`config.mk`:
```
export PLATFORM = sky130hd
export DESIGN_NAME = odometry_frame_crc8_parser_core
export DESIGN_NICKNAME = d
export VERILOG_FILES = /design/src/ofcp_pkg.sv /design/src/ofcp_in_stage.sv /design/src/ofcp_frame_chk.sv /design/src/odometry_frame_crc8_parser_core.sv
export SDC_FILE = /design/constraint.sdc
export NUM_CORES = 1
export LEC_CHECK = 0
export BUFFER_PORTS_ARGS = -buffer_cell sky130_fd_sc_hd__buf_4
export CORE_MARGIN = 2
export CORE_UTILIZATION = 61
export CTS_BUF_LIST = sky130_fd_sc_hd__clkbuf_2 sky130_fd_sc_hd__clkbuf_4 sky130_fd_sc_hd__clkbuf_8
export CTS_CLUSTER_DIAMETER = 150
export CTS_CLUSTER_SIZE = 40
export DETAILED_ROUTE_END_ITERATION = 6
export PLACE_DENSITY = 0.83
export SYNTH_ARGS = -nofsm -noshare
export SYNTH_HDL_FRONTEND = slang
export SYNTH_HIERARCHICAL = 1
export SYNTH_SLANG_ARGS = --single-unit
```
`constraint.sdc`:
```
create_clock -name clk -period 10.8 [get_ports clk]
set_clock_uncertainty 0.1 [all_clocks]
set_input_delay 1.08 -clock clk [delete_from_list [all_inputs] [get_ports clk]]
set_output_delay 1.08 -clock clk [all_outputs]
set_load 0.005 [all_outputs]
```
`src/ofcp_pkg.sv`:
```
// shared types, constants and the crc-8 byte update for the odometry frame parser
package ofcp_pkg;

  localparam int unsigned FrameBytes = 23;
  localparam logic [4:0]  PosMax     = 5'd31;
  localparam logic [4:0]  PosLastCrc = 5'd20;
  localparam logic [4:0]  PosCrc     = 5'd21;
  localparam logic [4:0]  PosFrameEnd = 5'(FrameBytes - 1);
  localparam logic [7:0]  HeaderByte = 8'h58;
  localparam logic [7:0]  TrailerByte = 8'h0A;
  localparam logic [7:0]  CrcPolyRefl = 8'h8C;
  localparam logic [7:0]  CrcInit    = 8'h00;

  typedef enum logic [2:0] {
    ST_OK      = 3'd0,
    ST_LENGTH  = 3'd1,
    ST_HEADER  = 3'd2,
    ST_TRAILER = 3'd3,
    ST_CRC     = 3'd4
  } status_t;

  typedef struct packed {
    logic [7:0] data_byte;
    logic       last_byte;
  } byte_item_t;

  // reflected crc-8, lsb first, one byte
  function automatic logic [7:0] crc8_byte(input logic [7:0] crc_in, input logic [7:0] data);
    logic [7:0] crc;
    logic [7:0] d;
    logic       mix;
    crc = crc_in;
    d   = data;
    for (int b = 0; b < 8; b++) begin
      mix = crc[0] ^ d[0];
      crc = crc >> 1;
      if (mix) begin
        crc = crc ^ CrcPolyRefl;
      end
      d = d >> 1;
    end
    return crc;
  endfunction

endpackage

```
`src/ofcp_in_stage.sv`:
```
// input register stage of the odometry frame parser
module ofcp_in_stage
  import ofcp_pkg::*;
(
  input  logic       clk,
  input  logic       rst_n,
  input  logic       in_valid,
  output logic       in_ready,
  input  byte_item_t in_item,
  output logic       s_valid,
  input  logic       s_ready,
  output byte_item_t s_item
);

  logic       s_valid_r;
  byte_item_t s_item_r;

  assign in_ready = !s_valid_r || s_ready;
  assign s_valid  = s_valid_r;
  assign s_item   = s_item_r;

  always_ff @(posedge clk) begin
    if (!rst_n) begin
      s_valid_r <= 1'b0;
    end else if (in_valid && in_ready) begin
      s_valid_r <= 1'b1;
    end else if (s_ready) begin
      s_valid_r <= 1'b0;
    end
  end

  always_ff @(posedge clk) begin
    if (in_valid && in_ready) begin
      s_item_r <= in_item;
    end
  end

endmodule

```
`src/ofcp_frame_chk.sv`:
```
// frame state, crc check and result register of the odometry frame parser
module ofcp_frame_chk
  import ofcp_pkg::*;
(
  input  logic        clk,
  input  logic        rst_n,
  input  logic        s_valid,
  output logic        s_ready,
  input  byte_item_t  s_item,
  output logic        out_valid,
  input  logic        out_ready,
  output logic [2:0]  out_frame_status,
  output logic [31:0] out_stamp_seconds,
  output logic [31:0] out_stamp_millis,
  output logic [31:0] out_pos_x_bits,
  output logic [31:0] out_pos_y_bits,
  output logic [31:0] out_heading_bits
);

  logic [4:0]  pos_r, pos_nxt;
  logic [7:0]  crc_r, crc_nxt;
  logic        hdr_ok_r, hdr_ok_nxt;
  logic [7:0]  rx_crc_r, rx_crc_nxt;
  logic [31:0] sec_r, sec_nxt;
  logic [31:0] ms_r, ms_nxt;
  logic [31:0] x_r, x_nxt;
  logic [31:0] y_r, y_nxt;
  logic [31:0] yaw_r, yaw_nxt;

  logic        out_valid_r;
  status_t     status_r, status_nxt;
  logic [31:0] o_sec_r, o_ms_r, o_x_r, o_y_r, o_yaw_r;

  logic        take;
  logic        res_load;
  logic [7:0]  b;
  logic [4:0]  count;

  // a non-last item never needs the result register
  assign s_ready  = !s_item.last_byte || !out_valid_r || out_ready;
  assign take     = s_valid && s_ready;
  assign res_load = take && s_item.last_byte;
  assign b        = s_item.data_byte;
  assign count    = (pos_r < PosMax) ? pos_r + 5'd1 : PosMax;

  always_comb begin
    hdr_ok_nxt = hdr_ok_r;
    crc_nxt    = crc_r;
    rx_crc_nxt = rx_crc_r;
    sec_nxt    = sec_r;
    ms_nxt     = ms_r;
    x_nxt      = x_r;
    y_nxt      = y_r;
    yaw_nxt    = yaw_r;
    if (pos_r == 5'd0) begin
      hdr_ok_nxt = (b == HeaderByte);
    end
    if (pos_r <= PosLastCrc) begin
      crc_nxt = crc8_byte(crc_r, b);
    end
    // little-endian words fill from the top byte down
    if (pos_r >= 5'd1 && pos_r <= 5'd4) begin
      sec_nxt = {b, sec_r[31:8]};
    end else if (pos_r >= 5'd5 && pos_r <= 5'd8) begin
      ms_nxt = {b, ms_r[31:8]};
    end else if (pos_r >= 5'd9 && pos_r <= 5'd12) begin
      x_nxt = {b, x_r[31:8]};
    end else if (pos_r >= 5'd13 && pos_r <= 5'd16) begin
      y_nxt = {b, y_r[31:8]};
    end else if (pos_r >= 5'd17 && pos_r <= PosLastCrc) begin
      yaw_nxt = {b, yaw_r[31:8]};
    end else if (pos_r == PosCrc) begin
      rx_crc_nxt = b;
    end
    pos_nxt = count;

    if (count != 5'(FrameBytes)) begin
      status_nxt = ST_LENGTH;
    end else if (!hdr_ok_nxt) begin
      status_nxt = ST_HEADER;
    end else if (b != TrailerByte) begin
      status_nxt = ST_TRAILER;
    end else if (crc_nxt != rx_crc_nxt) begin
      status_nxt = ST_CRC;
    end else begin
      status_nxt = ST_OK;
    end
  end

  always_ff @(posedge clk) begin
    if (!rst_n) begin
      pos_r    <= 5'd0;
      crc_r    <= CrcInit;
      hdr_ok_r <= 1'b0;
    end else if (take) begin
      if (s_item.last_byte) begin
        pos_r    <= 5'd0;
        crc_r    <= CrcInit;
        hdr_ok_r <= 1'b0;
      end else begin
        pos_r    <= pos_nxt;
        crc_r    <= crc_nxt;
        hdr_ok_r <= hdr_ok_nxt;
      end
    end
  end

  // word registers are fully rewritten in any frame of the right length
  always_ff @(posedge clk) begin
    if (take) begin
      rx_crc_r <= rx_crc_nxt;
      sec_r    <= sec_nxt;
      ms_r     <= ms_nxt;
      x_r      <= x_nxt;
      y_r      <= y_nxt;
      yaw_r    <= yaw_nxt;
    end
  end

  always_ff @(posedge clk) begin
    if (!rst_n) begin
      out_valid_r <= 1'b0;
    end else if (res_load) begin
      out_valid_r <= 1'b1;
    end else if (out_ready) begin
      out_valid_r <= 1'b0;
    end
  end

  always_ff @(posedge clk) begin
    if (res_load) begin
      status_r <= status_nxt;
      if (status_nxt == ST_OK) begin
        o_sec_r <= sec_nxt;
        o_ms_r  <= ms_nxt;
        o_x_r   <= x_nxt;
        o_y_r   <= y_nxt;
        o_yaw_r <= yaw_nxt;
      end else begin
        o_sec_r <= 32'd0;
        o_ms_r  <= 32'd0;
        o_x_r   <= 32'd0;
        o_y_r   <= 32'd0;
        o_yaw_r <= 32'd0;
      end
    end
  end

  assign out_valid         = out_valid_r;
  assign out_frame_status  = status_r;
  assign out_stamp_seconds = o_sec_r;
  assign out_stamp_millis  = o_ms_r;
  assign out_pos_x_bits    = o_x_r;
  assign out_pos_y_bits    = o_y_r;
  assign out_heading_bits  = o_yaw_r;

endmodule

```
`src/odometry_frame_crc8_parser_core.sv`:
```
// top level of the odometry frame parser with crc-8 check
// Takes one buffer byte per item, one item per clock, with in_last_byte on the final byte of
// each buffer. A 23-byte frame ('X', five little-endian 32-bit words, reflected crc-8 over
// bytes 0 to 20, newline) is checked and on the last byte one result item carries the status
// (0 ok, 1 length, 2 header, 3 trailer, 4 crc) and the words, all zero unless ok; other bytes
// give no result. Bytes flow at one per cycle, unless a held result stalls them, through an
// input register and the frame logic, which update crc and byte counter per byte; a last byte
// loads the result register. Only a last byte waits while an untaken result is held.
module odometry_frame_crc8_parser_core
  import ofcp_pkg::*;
(
  input  logic        clk,
  input  logic        rst_n,
  input  logic        in_valid,
  output logic        in_ready,
  input  logic [7:0]  in_data_byte,
  input  logic        in_last_byte,
  output logic        out_valid,
  input  logic        out_ready,
  output logic [2:0]  out_frame_status,
  output logic [31:0] out_stamp_seconds,
  output logic [31:0] out_stamp_millis,
  output logic [31:0] out_pos_x_bits,
  output logic [31:0] out_pos_y_bits,
  output logic [31:0] out_heading_bits
);

  byte_item_t in_item;
  byte_item_t s_item;
  logic       s_valid;
  logic       s_ready;

  assign in_item.data_byte = in_data_byte;
  assign in_item.last_byte = in_last_byte;

  ofcp_in_stage u_in_stage (
    .clk      (clk),
    .rst_n    (rst_n),
    .in_valid (in_valid),
    .in_ready (in_ready),
    .in_item  (in_item),
    .s_valid  (s_valid),
    .s_ready  (s_ready),
    .s_item   (s_item)
  );

  ofcp_frame_chk u_frame_chk (
    .clk               (clk),
    .rst_n             (rst_n),
    .s_valid           (s_valid),
    .s_ready           (s_ready),
    .s_item            (s_item),
    .out_valid         (out_valid),
    .out_ready         (out_ready),
    .out_frame_status  (out_frame_status),
    .out_stamp_seconds (out_stamp_seconds),
    .out_stamp_millis  (out_stamp_millis),
    .out_pos_x_bits    (out_pos_x_bits),
    .out_pos_y_bits    (out_pos_y_bits),
    .out_heading_bits  (out_heading_bits)
  );

`ifndef SYNTHESIS
  // failed frames carry no words
  a_fail_zero: assert property (@(posedge clk) disable iff (!rst_n)
    out_valid && (out_frame_status != ST_OK) |->
      (out_stamp_seconds == 32'd0) && (out_stamp_millis == 32'd0) &&
      (out_pos_x_bits == 32'd0) && (out_pos_y_bits == 32'd0) &&
      (out_heading_bits == 32'd0))
    else $error("failed frame result carries non-zero words");

  // input only stalls behind a held byte
  a_stall_held: assert property (@(posedge clk) disable iff (!rst_n)
    !in_ready |-> s_valid && s_item.last_byte)
    else $error("input stalled without a held last byte");

  // a new result only comes from a last byte taken by the frame logic
  a_result_src: assert property (@(posedge clk) disable iff (!rst_n)
    $rose(out_valid) |-> $past(s_valid && s_ready && s_item.last_byte))
    else $error("result raised without a last byte");
`endif

endmodule
```
==> flow_summary_export.csv <==
group,metric,value,unit
status,status,"complete, no violations",
clock_network,cts_setup_buffers,0,
grt,grt_pass1_wl,44.3,mm
cells_and_area,fin_nets,1053,
timing,relSlewSlack,0.201,
floorplan,die_area,0.0268,mm²
logic_synthesis,synth_edf_count,340,
setup_path,cp_cell_sequence,"nor2b_1 > and3_1 > mux2_2 > xnor2_1 > o211ai_1 > or4_4 > buf_4 > buf_4 > nor3b_1",
grt,antenna_found_initial,0,
grt,grt_max_degree,103,
grt,gr-total-overflow,0,
logic_synthesis,syn_avg_cell_area,17.4,µm²
timing,timing.fmax,0.202,GHz
clock_network,clkTransAtPathRegs,220,ps
clock_network,post_cts_resized,0,
flow_run,max_cap_viol_count,0,
floorplan,ios,178,
pwr,switchingPower,0.000550,W
clock_network,numCtsBuffers,12,
clock_network,root_buffer,"clkbuf_8",
logic_synthesis,yosysUniqueCellTypes,48,
floorplan,rows,58,
pwr,p_int,0.00179,W
logic_synthesis,synth.most_common_cell,"edfxtp_1",
timing,setup_viol,0,
pwr,seqPwrFrac,0.670,
timing,period_needed,4950,ps
route,viasPerCell,5.93,
logic_synthesis,syn_area,0.0156,mm²
clock_network,cts_num_sinks,356,
logic_synthesis,ys_warn_count,6,
timing,fin_crit_sh,0.458,
route,drt-pass1-iter-count,5,
pwr,p_comb_frac,0.107,
logic_synthesis,synth_area_leaders,"edfxtp_1 (66%), mux2_2 (12%), nor3b_2 (8.0%), nor3b_1 (3.0%), dfxtp_1 (2.1%)",
clock_network,cts.hold.buffers_added,0,
floorplan,chipHeight,164,µm
setup_path,crit_path_top_delay_cell,"buf_4",
pwr,switching_share,0.235,
logic_synthesis,ys_ff_latch,356,
setup_path,endpoint_kind,"register",
placed_design,portBuffers,177,
timing,finalHoldViolations,0,
timing,whs,426,ps
cells_and_area,synthToLayoutAreaGrowth,11.4,%
cells_and_area,diodes,0,
timing,rsz0062_at_grt,"no",
timing,slew_viol_final,0,
route,drt_iter0_drc,812,
setup_path,crit_fanout,75,
setup_path,critPathKind,"register to register",
timing,finalSetupTns,0,ps
logic_synthesis,yosys.area.top_type,"edfxtp_1",
placed_design,place_hpwl,18.2,mm
pwr,p_per_area,135,mW/mm²
logic_synthesis,synth_ff_type,"edfxtp_1",
cells_and_area,final_layout_size_suffix_gt1_frac,0.470,
route,wire_per_inst,21.3,µm
cells_and_area,final_area,0.0173,mm²
route,vias,8137,
clock_network,clk_latency,570,ps
route,ant_nets,0,
setup_path,crit_arrival,5170,ps
grt,grt_pass1_vias,7788,
pwr,cellLeakagePower,4.87,nW
clock_network,clockBufferDepth,3,
placed_design,gp_congestion,0.854,
placed_design,placed_area,0.0171,mm²
logic_synthesis,synth_cells,897,
timing,tightest_slew,1200,ps
floorplan,start_util,0.620,
logic_synthesis,ys_seq_area_frac,0.676,
floorplan,die_w,164,µm
logic_synthesis,yosysTopAreaCellShare,0.656,
setup_path,required,11020,ps
grt,gr-usage-all-layers,0.213,
logic_synthesis,syn_nets,913,
setup_path,critPathMaxStageDelay,910,ps
min_path,hp-class,"register to register",
clock_network,cts-htree-levels,1,
setup_path,critPathLaunchType,"register",
logic_synthesis,synthTopCellsByCount,"edfxtp_1 (340), mux2_2 (167), nor3b_2 (100), nor3b_1 (62), clkbuf_1 (37)",
logic_synthesis,async_reset_ff_frac,0,
floorplan,core_area,0.0251,mm²
clock_network,cts_tree,"yes",
setup_path,crit_top_cell,"buf_4",
pwr,clockPowerShare,0.223,
cells_and_area,utilization,0.691,
route,drc,0,
route,wirelength,29.3,mm
pwr,ir_drop,0.156,mV
## per-layer routing
| layer | vias to the layer above | share of wire | global-route usage |
|---|---|---|---|
| li1 | 3698 | - | - |
| met1 | 4156 | 0.44 | 0.317 |
| met2 | 252 | 0.50 | 0.348 |
| met3 | 31 | 0.049 | 0.0192 |
| met4 | 0 | 0.015 | 0.0439 |
| met5 | - | 0 | 0 |
## logic make-up after synthesis
| logic type | Yosys count | synth area share |
|---|---|---|
| AO/OA/AOI/OAI | 34 | 0.0143 |
| XOR/XNOR | 30 | 0.0223 |
| adder cells (fa/ha/maj) | 3 | 0.00241 |
| buffers and inverters | 71 | 0.0239 |
| flip-flops | 356 | 0.676 |
| multiplexers | 174 | 0.125 |
| AND/OR/NAND/NOR | 229 | 0.136 |
## area by class of cell
cell class / instances / area, µm²
inverters: 8 / 35.0
repair buffers: 189 / 1420
clock inverters: 1 / 30.0
flip-flops and latches: 356 / 10500
clock buffers: 19 / 224
multi-input cells: 470 / 4690
well taps: 330 / 413
fillers: 1680 / 7760
## placed cells by master (no fill, tap or decap), types with 4 or more instances in the layout
master | netlist | layout
edfxtp_1 | 340 | 340
clkbuf_8 | 0 | 13
o21ai_0 | 4 | 4
nor2b_1 | 14 | 14
and3_1 | 4 | 4
nor2_1 | 7 | 5
nand3_1 | 6 | 6
xnor3_1 | 5 | 5
clkbuf_4 | 0 | 6
a21oi_1 | 11 | 11
nand2_1 | 6 | 6
xnor2_1 | 14 | 14
nand2b_1 | 4 | 4
buf_4 | 0 | 189
nor3b_2 | 100 | 100
nor3b_1 | 62 | 62
mux2i_1 | 7 | 7
a22oi_1 | 5 | 5
inv_1 | 8 | 7
xor2_1 | 9 | 9
dfxtp_1 | 16 | 16
mux2_2 | 167 | 167
nor3_1 | 6 | 6
## per-stage QoR
step,setup slack (ps),total power [W],instances
after floorplan,1570,0.00177,897
after global placement,6070,0.00184,1353
after detailed placement,5920,0.00185,1353
after CTS,5900,0.00235,1373
after global routing,5530,0.00241,1373
final,5850,0.00234,1373
## critical path: cells and delay by family (launching register included)
kind,cells,cell delay (ps)
buffers and inverters,2,1760
and+or+nand+nor,4,1240
AOI/OAI and AO/OA,1,220
muxes,1,450
xor gates and xnor gates,1,140
DFF,1,610
## power groups by stage
| stage | sequential (W) | clock [W] | combinational [W] |
|---|---|---|---|
| floorplan | 0.00160 | 0 | 0.000173 |
| global placement | 0.00160 | 0 | 0.000246 |
| detailed placement | 0.00160 | 0 | 0.000249 |
| CTS | 0.00157 | 0.000533 | 0.000250 |
| global route | 0.00157 | 0.000574 | 0.000269 |
| finish | 0.00157 | 0.000523 | 0.000250 |
## sequential cells by signal, summed over array words and instances, names as in the netlist
| register | flops |
|---|---|
| u_in_stage/s_valid | 1 |
| u_frame_chk/y_r | 32 |
| u_frame_chk/out_stamp_millis | 32 |
| u_frame_chk/out_heading_bits | 32 |
| u_frame_chk/hdr_ok_r | 1 |
| u_frame_chk/out_stamp_seconds | 32 |
| u_frame_chk/out_valid | 1 |
| u_frame_chk/rx_crc_r | 8 |
| u_frame_chk/sec_r | 32 |
| u_frame_chk/out_frame_status | 3 |
| u_frame_chk/out_pos_x_bits | 32 |
| u_frame_chk/crc_r | 8 |
| u_frame_chk/ms_r | 32 |
| u_frame_chk/yaw_r | 32 |
| u_in_stage/s_item | 9 |
| u_frame_chk/out_pos_y_bits | 32 |
| u_frame_chk/pos_r | 5 |
| u_frame_chk/x_r | 32 |
## worst paths after layout
kind	start	to	slack (ps)	cells after the start
setup reg to reg	u_frame_chk/pos_r[4]	u_frame_chk/out_stamp_seconds[8]	5850	9
hold / removal	u_frame_chk/hdr_ok_r	u_frame_chk/hdr_ok_r	430	2
hold reg to reg	u_frame_chk/hdr_ok_r	u_frame_chk/hdr_ok_r	430	2
setup / recovery	u_frame_chk/pos_r[4]	u_frame_chk/out_stamp_seconds[8]	5850	9
(Power assumes the default switching activity.)
